**src/rtl/qte_pkg.sv**
```systemverilog
package qte_pkg;

  localparam int QW        = 16;  // Q1.14 quaternion components
  localparam int PW        = 32;  // 16x16 products
  localparam int SW        = 35;  // atan2 arguments, Q.28
  localparam int ROOT_W    = 29;  // sqrt result, Q.28
  localparam int REM_W     = 57;  // radicand 2^56 - s^2
  localparam int CW        = 38;  // CORDIC x/y
  localparam int ZW        = 34;  // CORDIC angle, Q2.30
  localparam int PRW       = 62;  // angle times degree scale
  localparam int OW        = 16;  // output angle
  localparam int TABLE_LEN = 24;

  localparam int CORDIC_STAGES_DEF = 16;

  localparam logic signed [SW-1:0] ONE_Q28     = SW'(64'd268435456);
  localparam logic signed [SW-1:0] NEG_ONE_Q28 = -ONE_Q28;
  localparam logic signed [ZW-1:0] PI_Q30      = ZW'(64'd3373259426);
  localparam logic signed [ZW-1:0] HALF_PI_Q30 = ZW'(64'd1686629713);
  localparam logic signed [27:0]   DEG_Q20     = 28'sd60078979;

  // atan(2^-i) in Q2.30, truncated
  localparam logic [31:0] ATAN_TABLE [TABLE_LEN] = '{
    32'h3243F6A8, 32'h1DAC6705, 32'h0FADBAFC, 32'h07F56EA6, 32'h03FEAB76, 32'h01FFD55B,
    32'h00FFFAAA, 32'h007FFF55, 32'h003FFFEA, 32'h001FFFFD, 32'h000FFFFF, 32'h0007FFFF,
    32'h0003FFFF, 32'h0001FFFF, 32'h0000FFFF, 32'h00007FFF, 32'h00003FFF, 32'h00001FFF,
    32'h00000FFF, 32'h000007FF, 32'h000003FF, 32'h000001FF, 32'h000000FF, 32'h0000007F
  };

  typedef struct packed {
    logic signed [CW-1:0] x;
    logic signed [CW-1:0] y;
    logic signed [ZW-1:0] z;
    logic                 zero;
  } cordic_t;

  typedef struct packed {
    logic signed [SW-1:0]     roll_y;
    logic signed [SW-1:0]     roll_x;
    logic signed [SW-1:0]     yaw_y;
    logic signed [SW-1:0]     yaw_x;
    logic signed [ROOT_W-1:0] s;
    logic                     sat;
    logic                     s_neg;
  } side_t;

  typedef struct packed {
    logic sat;
    logic s_neg;
  } pflag_t;

  typedef struct packed {
    logic signed [OW-1:0] roll;
    logic signed [OW-1:0] pitch;
    logic signed [OW-1:0] yaw;
    logic                 sat;
  } result_t;

  // left half-plane folded over by pi; zero vector flagged
  function automatic cordic_t cordic_prep(logic signed [CW-1:0] x, logic signed [CW-1:0] y);
    cordic_t r;
    r.zero = (x == '0) && (y == '0);
    if (x < 0) begin
      r.x = -x;
      r.y = -y;
      r.z = (y >= 0) ? PI_Q30 : -PI_Q30;
    end else begin
      r.x = x;
      r.y = y;
      r.z = '0;
    end
    return r;
  endfunction

  function automatic logic signed [OW-1:0] sat16(logic signed [19:0] v);
    logic signed [OW-1:0] r;
    if (v > 20'sd32767) begin
      r = 16'sh7FFF;
    end else if (v < -20'sd32768) begin
      r = 16'sh8000;
    end else begin
      r = v[OW-1:0];
    end
    return r;
  endfunction

endpackage

```
**src/rtl/qte_cordic_cell.sv**
```systemverilog
// One vectoring micro-rotation.
module qte_cordic_cell #(
  parameter int I = 0
) (
  input  logic             clk_i,
  input  logic             rst_ni,
  input  logic             en_i,
  input  logic             valid_i,
  input  qte_pkg::cordic_t c_i,
  output logic             valid_o,
  output qte_pkg::cordic_t c_o
);

  localparam logic signed [qte_pkg::ZW-1:0] ANG = qte_pkg::ZW'(qte_pkg::ATAN_TABLE[I]);

  logic signed [qte_pkg::CW-1:0] x, y, xs, ys;
  logic signed [qte_pkg::ZW-1:0] z;
  qte_pkg::cordic_t              c_d, c_q;
  logic                          valid_q;

  assign x  = c_i.x;
  assign y  = c_i.y;
  assign z  = c_i.z;
  assign xs = x >>> I;
  assign ys = y >>> I;

  always_comb begin
    c_d.zero = c_i.zero;
    if (y >= 0) begin
      c_d.x = x + ys;
      c_d.y = y - xs;
      c_d.z = z + ANG;
    end else begin
      c_d.x = x - ys;
      c_d.y = y + xs;
      c_d.z = z - ANG;
    end
  end

  always_ff @(posedge clk_i or negedge rst_ni) begin
    if (!rst_ni) begin
      valid_q <= 1'b0;
    end else if (en_i) begin
      valid_q <= valid_i;
    end
  end

  always_ff @(posedge clk_i) begin
    if (en_i) begin
      c_q <= c_d;
    end
  end

  assign valid_o = valid_q;
  assign c_o     = c_q;

endmodule

```
**config.mk**
```make
export PLATFORM = sky130hd
export DESIGN_NAME = qte_cordic_cell
export DESIGN_NICKNAME = d
export VERILOG_FILES = /design/src/rtl/qte_pkg.sv /design/src/rtl/qte_cordic_cell.sv
export SDC_FILE = /design/constraint.sdc
export NUM_CORES = 1
export LEC_CHECK = 0
export ABC_AREA = 1
export BUFFER_PORTS_ARGS = -buffer_cell sky130_fd_sc_hd__buf_2
export CAP_MARGIN = 20
export CORE_MARGIN = 2
export CORE_UTILIZATION = 64
export DETAILED_ROUTE_END_ITERATION = 7
export HOLD_SLACK_MARGIN = 0.15
export PLACE_DENSITY = 0.95
export SYNTH_ARGS = -nofsm -noshare
export SYNTH_HDL_FRONTEND = slang
export SYNTH_SLANG_ARGS = --single-unit
```
**constraint.sdc**
```tcl
create_clock -name clk_i -period 1.8 [get_ports clk_i]
set_input_delay 0.18 -clock clk_i [delete_from_list [all_inputs] [get_ports clk_i]]
set_output_delay 0.18 -clock clk_i [all_outputs]
set_load 0.01 [all_outputs]
```
==> impl_metrics.tcl, run 1 <==
set metrics [dict create \
    status "did not finish" \
    lastStage "5_1_grt" \
    error "[ERROR GRT-0116] Global routing finished with congestion. Check the congestion regions in the DRC Viewer." \
    synthMuxAreaShare 0.00149 \
    placedCellCount 3157 \
    ys_types 46 \
    synth_fp_nets 2577 \
    rows 54 \
    track_usage 0.835 \
    synthSimpleGateAreaFrac 0.370 \
    synth_top_area_frac 0.232 \
    cts.sinks 111 \
    root_buffer "clkbuf_16" \
    synth_edf_count 110 \
    grt_start_max_net_pins 59 \
    yosys.area.top_type "edfxtp_1" \
    start_util 0.652 \
    num_io_pins 227 \
    first_global_vias 25000 \
    io_buffers 226 \
    ys_seq_area_frac 0.234 \
    ys_seq_elements 111 \
    synth_xor_area_frac 0.0364 \
    synth_common_cells "782 x nand2_1, 405 x inv_1, 224 x nor2_1" \
    grt_first_pass_wirelength_um 153000 \
    hpwl_um 48800 \
    synth_top_family_by_area "simple AND/OR/NAND/NOR gates" \
    cts.htree.levels 3 \
    globalplace.congestion 1.13 \
    synth_warnings 0 \
    async_reset_ff_frac 0.00901 \
    cts_buffers 9 \
    clockBufferDepth 2 \
    die_h_um 153 \
    syn_area_sq_mm 0.0142 \
    postSynthAreaPerCell_sq_um 6.10 \
    netlist_instances 2335 \
    die_w_um 153 \
    ys.flop_type "edfxtp_1" \
    synthTopCellsByArea "edfxtp_1 23%, nand2_1 21%, ha_1 11%" \
    gr-total-overflow 234 \
    synth.most_common_cell "nand2_1" \
    synth-compound-area-share 0.113 \
    yosys.area_share.adder 0.113 \
    place_ws_ns -0.716 \
]
per-stage QoR:
stage | cell area, sq um | hold slack [ns]
2_1_floorplan | 14700 | -0.116
4_1_cts | 19700 | 0.237
3_3_place_gp | 18700 | -0.0455
3_5_place_dp | 18700 | -0.0410
layer usage:
metal  track usage  overflow
met5         0.499         1
met4         0.837        98
met3         0.716         5
met2         0.957       120
met1         0.837        10
logic make-up after synthesis:
kind of cell,count (synthesis)
mux,2
xor+xnor,54
simple gates,1277
buf+inv,467
fa+ha+maj,127
flops,111
compound gates,297
what timing repair did:
action	4_1_cts
pin swaps	25
gates resized for setup	161
setup endpoints to repair	62
setup buffers	9
hold buffers	8
hold endpoints to repair	7
==> run 2, diff against run 1 <==
--- a/config.mk
+++ b/config.mk
@@ -9,10 +9,9 @@
 export BUFFER_PORTS_ARGS = -buffer_cell sky130_fd_sc_hd__buf_2
 export CAP_MARGIN = 20
 export CORE_MARGIN = 2
-export CORE_UTILIZATION = 64
+export CORE_UTILIZATION = 40
 export DETAILED_ROUTE_END_ITERATION = 7
-export HOLD_SLACK_MARGIN = 0.15
-export PLACE_DENSITY = 0.95
+export PLACE_DENSITY_LB_ADDON = 0.15
 export SYNTH_ARGS = -nofsm -noshare
 export SYNTH_HDL_FRONTEND = slang
 export SYNTH_SLANG_ARGS = --single-unit
==> impl_metrics.tcl, run 2 <==
set metrics [dict create \
    cts_buffers 9 \
    tightest_slew_ns 0.521 \
    ant_nets 0 \
    die_w_um 193 \
    synth_edf_count 110 \
    clock_skew_ns 0 \
    cp_top_family "compound AO/OA/AOI/OAI gates" \
    drtIter0Drc 1105 \
    synth.most_common_cell "nand2_1" \
    period_share 1.00 \
    setup_tns_ns -0.00523 \
    cts.sinks 111 \
    dieArea_sq_mm 0.0371 \
    critPathSlowestCell "a21oi_1" \
    hpwl_um 48700 \
    wl_um 58100 \
    synthTopCellsByArea "edfxtp_1 23%, nand2_1 21%, ha_1 11%" \
    grt_start_max_net_pins 45 \
    first_global_vias 16700 \
    synth_fp_nets 2577 \
    ys_seq_elements 111 \
    clockBufferDepth 2 \
    setup_violations 1 \
    async_reset_ff_frac 0.00901 \
    cts.htree.levels 3 \
    antenna_found_initial 0 \
    globalplace.congestion 1.03 \
    rows 69 \
    diodes 0 \
    slew_headroom 0.653 \
    cpPeakStageDelay_ns 0.27 \
    grt_first_pass_wirelength_um 86700 \
    vias 17400 \
    netlist_instances 2335 \
    hold_violations 0 \
    area_growth_pct 53.8 \
    stdcell_count 3494 \
    clk_latency_ns 0.38 \
    num_io_pins 227 \
    placedCellCount 3448 \
    postSynthAreaPerCell_sq_um 6.10 \
    hp-class "in2reg" \
    end_kind "flop" \
    start_util 0.403 \
    gr-total-overflow 0 \
    root_buffer "clkbuf_16" \
    yosys.area.top_type "edfxtp_1" \
    track_usage 0.307 \
    final_cell_mix "693 x nand2_1, 484 x buf_4, 366 x inv_1, 218 x buf_2, 174 x nand3_1" \
    io_buffers 226 \
    criticalPathCategory "in2reg" \
    drcViolationCount 0 \
    post-route-util 0.620 \
    period_minus_slack_ns 1.81 \
    ys.flop_type "edfxtp_1" \
    vdd_drop_max_mv 0.824 \
    fill_cells 3358 \
    rsz0062_at_grt "true" \
    p_leak_nw 11.4 \
    power_density_mw_per_mm2 570 \
    drv_cap 0 \
    wl_per_cell_um 16.6 \
    layout_commonest_cell "nand2_1" \
    arrival_ns 1.93 \
    start_kind "input pin" \
    syn_area_sq_mm 0.0142 \
    drive_gt1_frac 0.386 \
    crit_chain "buf_2 > inv_1 > ha_4 > a21oi_1 > buf_4 > o21ai_0 > a21oi_1 > nand2_4 > buf_4 > xor2_1 > nand2_1 > o21ai_0" \
    ys_seq_area_frac 0.234 \
    vias_per_cell 4.97 \
    cp_num_buf_inv 4 \
    status "finished with violations" \
    fmax_mhz 554 \
    die_h_um 193 \
    largest_reg_flops 110 \
    synth_common_cells "782 x nand2_1, 405 x inv_1, 224 x nor2_1" \
    core_sq_mm 0.0353 \
    path_clk_slew_ns 0.08 \
    drt-pass1-iter-count 6 \
    final_max_slew_viol_count 0 \
    failed_checks "setup timing" \
    synth_top_area_frac 0.232 \
    ys_types 46 \
    synth_warnings 0 \
    cts_tree "built" \
    crit_required_ns 1.93 \
    final_nets 3270 \
    critPathMaxFanout 6 \
    fin_ws_ns -0.00523 \
]
## run 2: cell counts after synthesis
Identical to the previous run, type by type.
## run 2: layer usage
layer	wire (um)	vias up	GRT usage
li1	-	8720	-
met1	25400	7969	0.400
met2	27100	562	0.522
met3	3220	102	0.0235
met4	2310	0	0.129
met5	0	-	0
## run 2: final timing paths
| path | startpoint | cells past startpoint | slack [ns] | end |
|---|---|---|---|---|
| max | c_i[50] | 12 | -0.005 | c_o[91] |
| max in group asynchronous | rst_ni | 2 | 1.62 | valid_o |
| max reg2reg | valid_o | 1 | 1.04 | valid_o |
| min in group asynchronous | rst_ni | 2 | 0.10 | valid_o |
| min | valid_i | 2 | 0.05 | valid_o |
| min reg2reg | valid_o | 1 | 0.53 | valid_o |
## run 2: final cells by class
class                   instances  area (sq um)  area share
clock buffers                   9           225      0.0103
well taps                     461           577      0.0263
clock inverters                 7          71.3     0.00326
flip-flops and latches        111          3330       0.152
repair buffers                737          5220       0.238
multi-input cells            1757         10900       0.499
inverters                     412          1570      0.0715
## run 2: report_power, final
| part | switching [mW] | internal [mW] |
|---|---|---|
| Clock | 1.15 | 1.09 |
| Sequential | 0.113 | 3.32 |
| Combinational | 3.87 | 2.95 |
## run 2: cell families after synthesis
kind of cell	count (synthesis)	synth area share
and+or+nand+nor	1277	0.370
buffers and inverters	467	0.132
AOI/OAI and AO/OA	297	0.113
adders and majority gates	127	0.113
DFF	111	0.234
xor gates and xnor gates	54	0.0364
muxes	2	0.00149
## run 2: per-stage QoR
step	setup slack, ns	power (mW)	cell area [sq um]	hold WS (ns)
finish	-0.00523	12.5	21900	0.0493
global route	-0.0516	13.2	21900	0.0533
CTS	0.000353	11.9	20600	0.0497
detailed placement	-0.953	9.47	19700	-0.0415
global placement	-0.942	9.42	19700	-0.0459
floorplan	-0.186	6.56	14700	-0.116
## run 2: repair_timing
item                                    in CTS  in global routing
hold buffers                                 5                  0
pin swaps                                    8                 76
cloned                                       0                  0
endpoints found under the setup margin      55                 69
gates resized for setup                    111                316
hold endpoints to repair                     5                  0
setup buffers                                8                 20
Power figures use the tool's default switching activity.
