==> config.mk <==
export PLATFORM = sky130hd
export DESIGN_NAME = qte_sqrt_cell
export DESIGN_NICKNAME = d
export VERILOG_FILES = /design/src/rtl/qte_pkg.sv /design/src/rtl/qte_sqrt_cell.sv
export SDC_FILE = /design/constraint.sdc
export NUM_CORES = 1
export LEC_CHECK = 0
export BUFFER_PORTS_ARGS = -buffer_cell sky130_fd_sc_hd__buf_2
export CELL_PAD_IN_SITES_DETAIL_PLACEMENT = 0
export CELL_PAD_IN_SITES_GLOBAL_PLACEMENT = 1
export CORE_UTILIZATION = 39
export DETAILED_ROUTE_END_ITERATION = 10
export PLACE_DENSITY = 0.85
export SYNTH_ARGS = -nofsm -noshare
export SYNTH_HDL_FRONTEND = slang
export SYNTH_SLANG_ARGS = --single-unit
==> constraint.sdc <==
create_clock -name clk_i -period 0.8 [get_ports clk_i]
set_input_delay 0.04 -clock clk_i [delete_from_list [all_inputs] [get_ports clk_i]]
set_output_delay 0.04 -clock clk_i [all_outputs]
set_load 0.1 [all_outputs]
==> src/rtl/qte_pkg.sv <==
package qte_pkg;

  localparam int QW        = 16;  // Q1.14 quaternion components
  localparam int PW        = 32;  // 16x16 products
  localparam int SW        = 35;  // atan2 arguments, Q.28
  localparam int ROOT_W    = 29;  // sqrt result, Q.28
  localparam int REM_W     = 57;  // radicand 2^56 - s^2
  localparam int CW        = 38;  // CORDIC x/y
  localparam int ZW        = 34;  // CORDIC angle, Q2.30
  localparam int PRW       = 62;  // angle times degree scale
  localparam int OW        = 16;  // output angle
  localparam int TABLE_LEN = 24;

  localparam int CORDIC_STAGES_DEF = 16;

  localparam logic signed [SW-1:0] ONE_Q28     = SW'(64'd268435456);
  localparam logic signed [SW-1:0] NEG_ONE_Q28 = -ONE_Q28;
  localparam logic signed [ZW-1:0] PI_Q30      = ZW'(64'd3373259426);
  localparam logic signed [ZW-1:0] HALF_PI_Q30 = ZW'(64'd1686629713);
  localparam logic signed [27:0]   DEG_Q20     = 28'sd60078979;

  // atan(2^-i) in Q2.30, truncated
  localparam logic [31:0] ATAN_TABLE [TABLE_LEN] = '{
    32'h3243F6A8, 32'h1DAC6705, 32'h0FADBAFC, 32'h07F56EA6, 32'h03FEAB76, 32'h01FFD55B,
    32'h00FFFAAA, 32'h007FFF55, 32'h003FFFEA, 32'h001FFFFD, 32'h000FFFFF, 32'h0007FFFF,
    32'h0003FFFF, 32'h0001FFFF, 32'h0000FFFF, 32'h00007FFF, 32'h00003FFF, 32'h00001FFF,
    32'h00000FFF, 32'h000007FF, 32'h000003FF, 32'h000001FF, 32'h000000FF, 32'h0000007F
  };

  typedef struct packed {
    logic signed [CW-1:0] x;
    logic signed [CW-1:0] y;
    logic signed [ZW-1:0] z;
    logic                 zero;
  } cordic_t;

  typedef struct packed {
    logic signed [SW-1:0]     roll_y;
    logic signed [SW-1:0]     roll_x;
    logic signed [SW-1:0]     yaw_y;
    logic signed [SW-1:0]     yaw_x;
    logic signed [ROOT_W-1:0] s;
    logic                     sat;
    logic                     s_neg;
  } side_t;

  typedef struct packed {
    logic sat;
    logic s_neg;
  } pflag_t;

  typedef struct packed {
    logic signed [OW-1:0] roll;
    logic signed [OW-1:0] pitch;
    logic signed [OW-1:0] yaw;
    logic                 sat;
  } result_t;

  // left half-plane folded over by pi; zero vector flagged
  function automatic cordic_t cordic_prep(logic signed [CW-1:0] x, logic signed [CW-1:0] y);
    cordic_t r;
    r.zero = (x == '0) && (y == '0);
    if (x < 0) begin
      r.x = -x;
      r.y = -y;
      r.z = (y >= 0) ? PI_Q30 : -PI_Q30;
    end else begin
      r.x = x;
      r.y = y;
      r.z = '0;
    end
    return r;
  endfunction

  function automatic logic signed [OW-1:0] sat16(logic signed [19:0] v);
    logic signed [OW-1:0] r;
    if (v > 20'sd32767) begin
      r = 16'sh7FFF;
    end else if (v < -20'sd32768) begin
      r = 16'sh8000;
    end else begin
      r = v[OW-1:0];
    end
    return r;
  endfunction

endpackage

==> src/rtl/qte_sqrt_cell.sv <==
// One result bit of the integer square root, restoring form.
module qte_sqrt_cell #(
  parameter int K = 0
) (
  input  logic                          clk_i,
  input  logic                          rst_ni,
  input  logic                          en_i,
  input  logic                          valid_i,
  input  logic [qte_pkg::REM_W-1:0]     rem_i,
  input  logic [qte_pkg::ROOT_W-1:0]    root_i,
  output logic                          valid_o,
  output logic [qte_pkg::REM_W-1:0]     rem_o,
  output logic [qte_pkg::ROOT_W-1:0]    root_o
);

  localparam int TW = qte_pkg::REM_W + 2;

  logic [TW-1:0]                 trial;
  logic                          fits;
  logic [qte_pkg::REM_W-1:0]     rem_d, rem_q;
  logic [qte_pkg::ROOT_W-1:0]    root_d, root_q;
  logic                          valid_q;

  // (r + 2^K)^2 - r^2 = r*2^(K+1) + 2^(2K)
  assign trial  = (TW'(root_i) << (K + 1)) + (TW'(1) << (2 * K));
  assign fits   = TW'(rem_i) >= trial;
  assign rem_d  = fits ? qte_pkg::REM_W'(TW'(rem_i) - trial) : rem_i;
  assign root_d = fits ? (root_i | (qte_pkg::ROOT_W'(1) << K)) : root_i;

  always_ff @(posedge clk_i or negedge rst_ni) begin
    if (!rst_ni) begin
      valid_q <= 1'b0;
    end else if (en_i) begin
      valid_q <= valid_i;
    end
  end

  always_ff @(posedge clk_i) begin
    if (en_i) begin
      rem_q  <= rem_d;
      root_q <= root_d;
    end
  end

  assign valid_o = valid_q;
  assign rem_o   = rem_q;
  assign root_o  = root_q;

endmodule

# Word level (Yosys, flattened, before mapping)
# Index checks and enable logic that the tools add are counted.
[totals] mem_bits_rw=0 latch_bits=0 n_memories=0 regBits=87 romBits=0 in_bits=90
[op_classes] n_eq_ne=0 muxes=1 bitwise_logic=0 mul=0 add_sub_neg=2 div=0 magnitude_cmp=1 n_reduce_logical=0 shifts=0
[op_table] operator="57-bit by 31-bit >= comparator with 1-bit output" n=1
[op_table] operator="57-bit 2-to-1 mux" n=1
[op_table] operator="57-bit by 31-bit subtractor with 57-bit output" n=1
[op_table] operator="30-bit by 1-bit adder with 31-bit output (second input constant)" n=1

# Logic depth before layout (Yosys ltp)
[logic_depth] word_depth=3 mapped_depth=13 ltp_nobuf=11

# Least setup slack after synthesis
# OpenSTA, ideal clock, no wires.
[synth_path] path_type="input to register" from="input root_i[28] in the netlist's numbering" to="register rem_q, in the netlist rem_o[37], data pin" path_stages=10 t_arrival_ps=2558 path_slack_ps=-2012 setup_time_ps=254 cell_sequence="inv_1 > ha_1 > or4b_4 > nor3_4 > nand3_1 > a211oi_2 > nor4_2 > a2111oi_2 > or4b_1 > a21o_1"
[synth_via] elab_chain_cells=3 elab_cells_between_ends=4 cone_classes="add/sub (2); order compare (1); mux (1)"
[synth_rtl] element="start: declaration" line="qte_sqrt_cell.sv:10" text="input logic [qte_pkg::ROOT_W-1:0] root_i,"
[synth_rtl] element="30-bit by 1-bit adder with 31-bit output (*)" line="qte_sqrt_cell.sv:25" text="assign trial = (TW'(root_i) << (K + 1)) + (TW'(1) << (2 * K));"
[synth_rtl] element="57-bit by 31-bit subtractor with 57-bit output or 57-bit by 31-bit >= comparator with 1-bit output (tied branches)" line="qte_sqrt_cell.sv:27, qte_sqrt_cell.sv:26"
[synth_rtl] element="57-bit 2-to-1 mux (*)" line="qte_sqrt_cell.sv:27" text="assign rem_d = fits ? qte_pkg::REM_W'(TW'(rem_i) - trial) : rem_i;"
[synth_rtl] element="net rem_d, one bit" line="qte_sqrt_cell.sv:20" text="logic [qte_pkg::REM_W-1:0] rem_d, rem_q;"
[synth_rtl] element="end signal: assignment" line="qte_sqrt_cell.sv:40" text="rem_q <= rem_d;"
[synth_rtl] element="end: declaration" line="qte_sqrt_cell.sv:20"
# Mark *: on every way through the listed nets, which the timed path passes. The rest lies on a longest branch.
# A chain may end at the register's enable or synchronous reset.

# Final worst setup path
[layout_path] from="input rem_i[36] in the netlist's numbering" to="register rem_q, in the netlist rem_o[2], data pin"
[layout_via] elab_chain_cells=2
[layout_rtl] element="start: declaration" line="qte_sqrt_cell.sv:9" text="input logic [qte_pkg::REM_W-1:0] rem_i,"
[layout_rtl] element="57-bit by 31-bit >= comparator with 1-bit output" line="qte_sqrt_cell.sv:26" text="assign fits = TW'(rem_i) >= trial;"
[layout_rtl] element="57-bit 2-to-1 mux" line="qte_sqrt_cell.sv:27"
[layout_rtl] element="net rem_d, one bit" line="qte_sqrt_cell.sv:20"
# The timed path passes the listed nets, and every way through them passes these cells.

==> results_dict.tcl <==
set metrics [dict create \
    post-place-cells 1031 \
    floorplan.initialDensity 0.401 \
    grt_max_degree 34 \
    critical_path.max_fanout 9 \
    area_occupied_by_multi_input_gates_um2 3510 \
    timing.setup.tns_ns -112.44 \
    gp_congestion 0.953 \
    design.core.area_um2 13900 \
    grt_use_total 0.277 \
    yosys_warnings 0 \
    synth_top_cell_area_share 0.464 \
    setup_viol 146 \
    route.detailed.wl_per_inst_um 19.3 \
    drt_pre_antenna_iters 5 \
    criticalPathCategory "in2reg" \
    synth_seq_area_share 0.468 \
    place.port_buffers 176 \
    synth.largest_area_cell "edfxtp_1" \
    worst_hold_path_type "in2reg" \
    yosys.cell_count.top_type "edfxtp_1" \
    grt_first_pass_wirelength_um 31200 \
    die_w_um 122 \
    postSynthAreaPerCell_um2 10.3 \
    initial_antenna_violation_count 0 \
    grt_overflow_total 0 \
    first_global_vias 6160 \
    detail_route_antenna_nets 0 \
    post_layout_net_count 1046 \
    clk_sinks 87 \
    synth_enable_flop_cells 86 \
    core.rowCount 43 \
    finish.cell_count_without_fillers 1110 \
    power_frac_clock 0.198 \
    vdd.ir_drop.worst_uv 1470 \
    die-height_um 122 \
    share_comb_of_total_power 0.493 \
    route.vias.total 6090 \
    sw_frac_of_total 0.409 \
    insertedDiodeCount 0 \
    worst_skew_pair.late_latency_ns 0.35 \
    pleak_nw 4.74 \
    rsz_0062_raised_after_global_routing "true" \
    violations "negative setup slack" \
    floorplan.io_pins 177 \
    synth.ff_latch_count 87 \
    cts-root-buf "clkbuf_16" \
    syn2layout_area_growth_pct 98.6 \
    layout-drive-gt1-share 0.549 \
    hpwl_after_dpl_um 13500 \
    synth-main-ff-cell "edfxtp_1" \
    power_frac_seq 0.310 \
    iter_0_drt_violations 376 \
    power_switching_mw 8.04 \
    number_of_distinct_library_cell_variants_in_the_gate_level_netlist_after_synthesis 57 \
    outcome "finished with violations" \
    synth_top_area_cells "edfxtp_1, ha_1, xnor2_1" \
    synth.cell_area_um2 5570 \
    timing.final.crit_share 3.23 \
    intPower_mw 11.6 \
    arrival_ns 2.75 \
    finalHoldViolations 0 \
    startpoint_type "input port" \
    netlist_top_cells_count "edfxtp_1, a21oi_1, nand2_1, nor2_1, inv_1" \
    relative_slew_margins 0.652 \
    post-route-worst-setup-slack_ns -1.79 \
    h_tree_levels 3 \
    mappedNetlistNets 664 \
    floorplan_die_area_um2 14800 \
    placement.cell_area_um2 9210 \
    totalPowerFinal_mw 19.7 \
    min_period_ns 2.59 \
    nFillCells 745 \
    cts_tree "built" \
    drt-vias-per-instance 5.49 \
    routed_wirelength_um 21400 \
    design_area_um2 11100 \
    cp.required_ns 0.96 \
    detail_route.drc_violations 0 \
    fin_skew_ns 0 \
    clk_pin_slew_ns 0.07 \
    worst-slew-pin-transition_ns 0.517 \
    pwr_density_cell_nw_per_um2 1780 \
    timing_max_transition_violations_final 0 \
    critPathCaptureType "register" \
    seqCellArea_um2 2610 \
    timing.fmax_mhz 387 \
    max_cap_viol_count 0 \
    postSynthCellCount 543 \
    tritoncts.num_buffers 9 \
    synthArstFlopShare 0.0115 \
    cts.path.max_buffers 2 \
]
-- cells in the final DEF (no fill, tap or decap), types with 21 or more instances in the layout --
cell type      Yosys  routed
buf_4              1     157
buf_12             0      91
edfxtp_1          86      86
buf_2              3      76
a21oi_1           55      35
dlygate4sd3_1      0      35
inv_1             39      31
nand2_1           42      29
nor2_1            41      22
xnor2_1           34      21
-- stage by stage --
step | hold WS, ns | worst slack [ns] | util
3_5_place_dp | -0.181 | -2.19 | 0.663
6_report | 0.0123 | -1.79 | 0.797
4_1_cts | 0.00191 | -1.64 | 0.768
5_1_grt | 0.0133 | -1.83 | 0.797
2_1_floorplan | -0.256 | -1.81 | -
3_3_place_gp | -0.186 | -2.10 | 0.663
-- power by group through the flow --
stage / registers [mW] / clock network [mW] / logic [mW]
floorplan: 9.46 / 0 / 1.68
global placement: 6.16 / 0 / 8.64
detailed placement: 6.18 / 0 / 8.74
CTS: 6.09 / 3.91 / 9.26
global route: 6.14 / 4.04 / 10.0
finish: 6.09 / 3.88 / 9.69
-- cell type report --
cell class,instances,share of cell area
multi-input combinational,395,0.317
clock buffer,9,0.0204
sequential,87,0.236
inverter,39,0.0153
tap,180,0.0204
timing repair buffer,393,0.387
clock inverter,7,0.00362
-- logic make-up (layout without fill, tap and decap cells) --
family | after synthesis | in the layout | share of synthesized area
and+or+nand+nor | 187 | 187 | 0.188
AOI/OAI and AO/OA | 124 | 124 | 0.137
DFF | 87 | 87 | 0.468
buffers and inverters | 61 | 448 | 0.0519
xor gates and xnor gates | 52 | 52 | 0.0818
adders and majority gates | 31 | 31 | 0.0710
muxes | 1 | 1 | 0.00202
-- critical path: stages --
cell and delay, ns:
buf_6 0.09, or4_4 0.54, or4_4 0.45, nor3_4 0.16, nand4b_1 0.17, buf_4 0.17
or4_4 0.53, buf_12 0.20, buf_16 0.16, a21oi_1 0.24
-- sequential cells by signal, indices dropped and copies added, names as in the netlist --
name,flops
root_o,29
rem_o,57
valid_o,1
-- what timing repair did --
| item | CTS | global route |
|---|---|---|
| hold endpoints to repair | 33 | 1 |
| hold buffers | 34 | 1 |
| buffers inserted | 15 | 9 |
| resized for setup | 102 | 91 |
| pin swaps | 33 | 25 |
| cloned | 9 | 2 |
| endpoints found under the setup margin | 146 | 146 |
-- worst paths after layout --
path | start | to | slack, ns | depth (start not counted)
worst min register to register | valid_o | valid_o | 0.67 | 2
worst max register to register | valid_o | valid_o | -0.17 | 2
worst max-delay path | rem_i[36] | rem_o[2] | -1.79 | 10
max in group asynchronous | rst_ni | valid_o | 0.14 | 3
min in group asynchronous | rst_ni | valid_o | 0.54 | 3
worst min-delay path | rem_i[24] | rem_o[24] | 0.01 | 3
-- per-layer routing --
metal | up-vias | GRT usage | part of all wire
met5 | - | 0 | 0
met4 | 0 | 0.117 | 0.042
met3 | 81 | 0.0611 | 0.068
met2 | 334 | 0.471 | 0.51
met1 | 2908 | 0.337 | 0.38
li1 | 2767 | - | -
(Power assumes the default switching activity.)
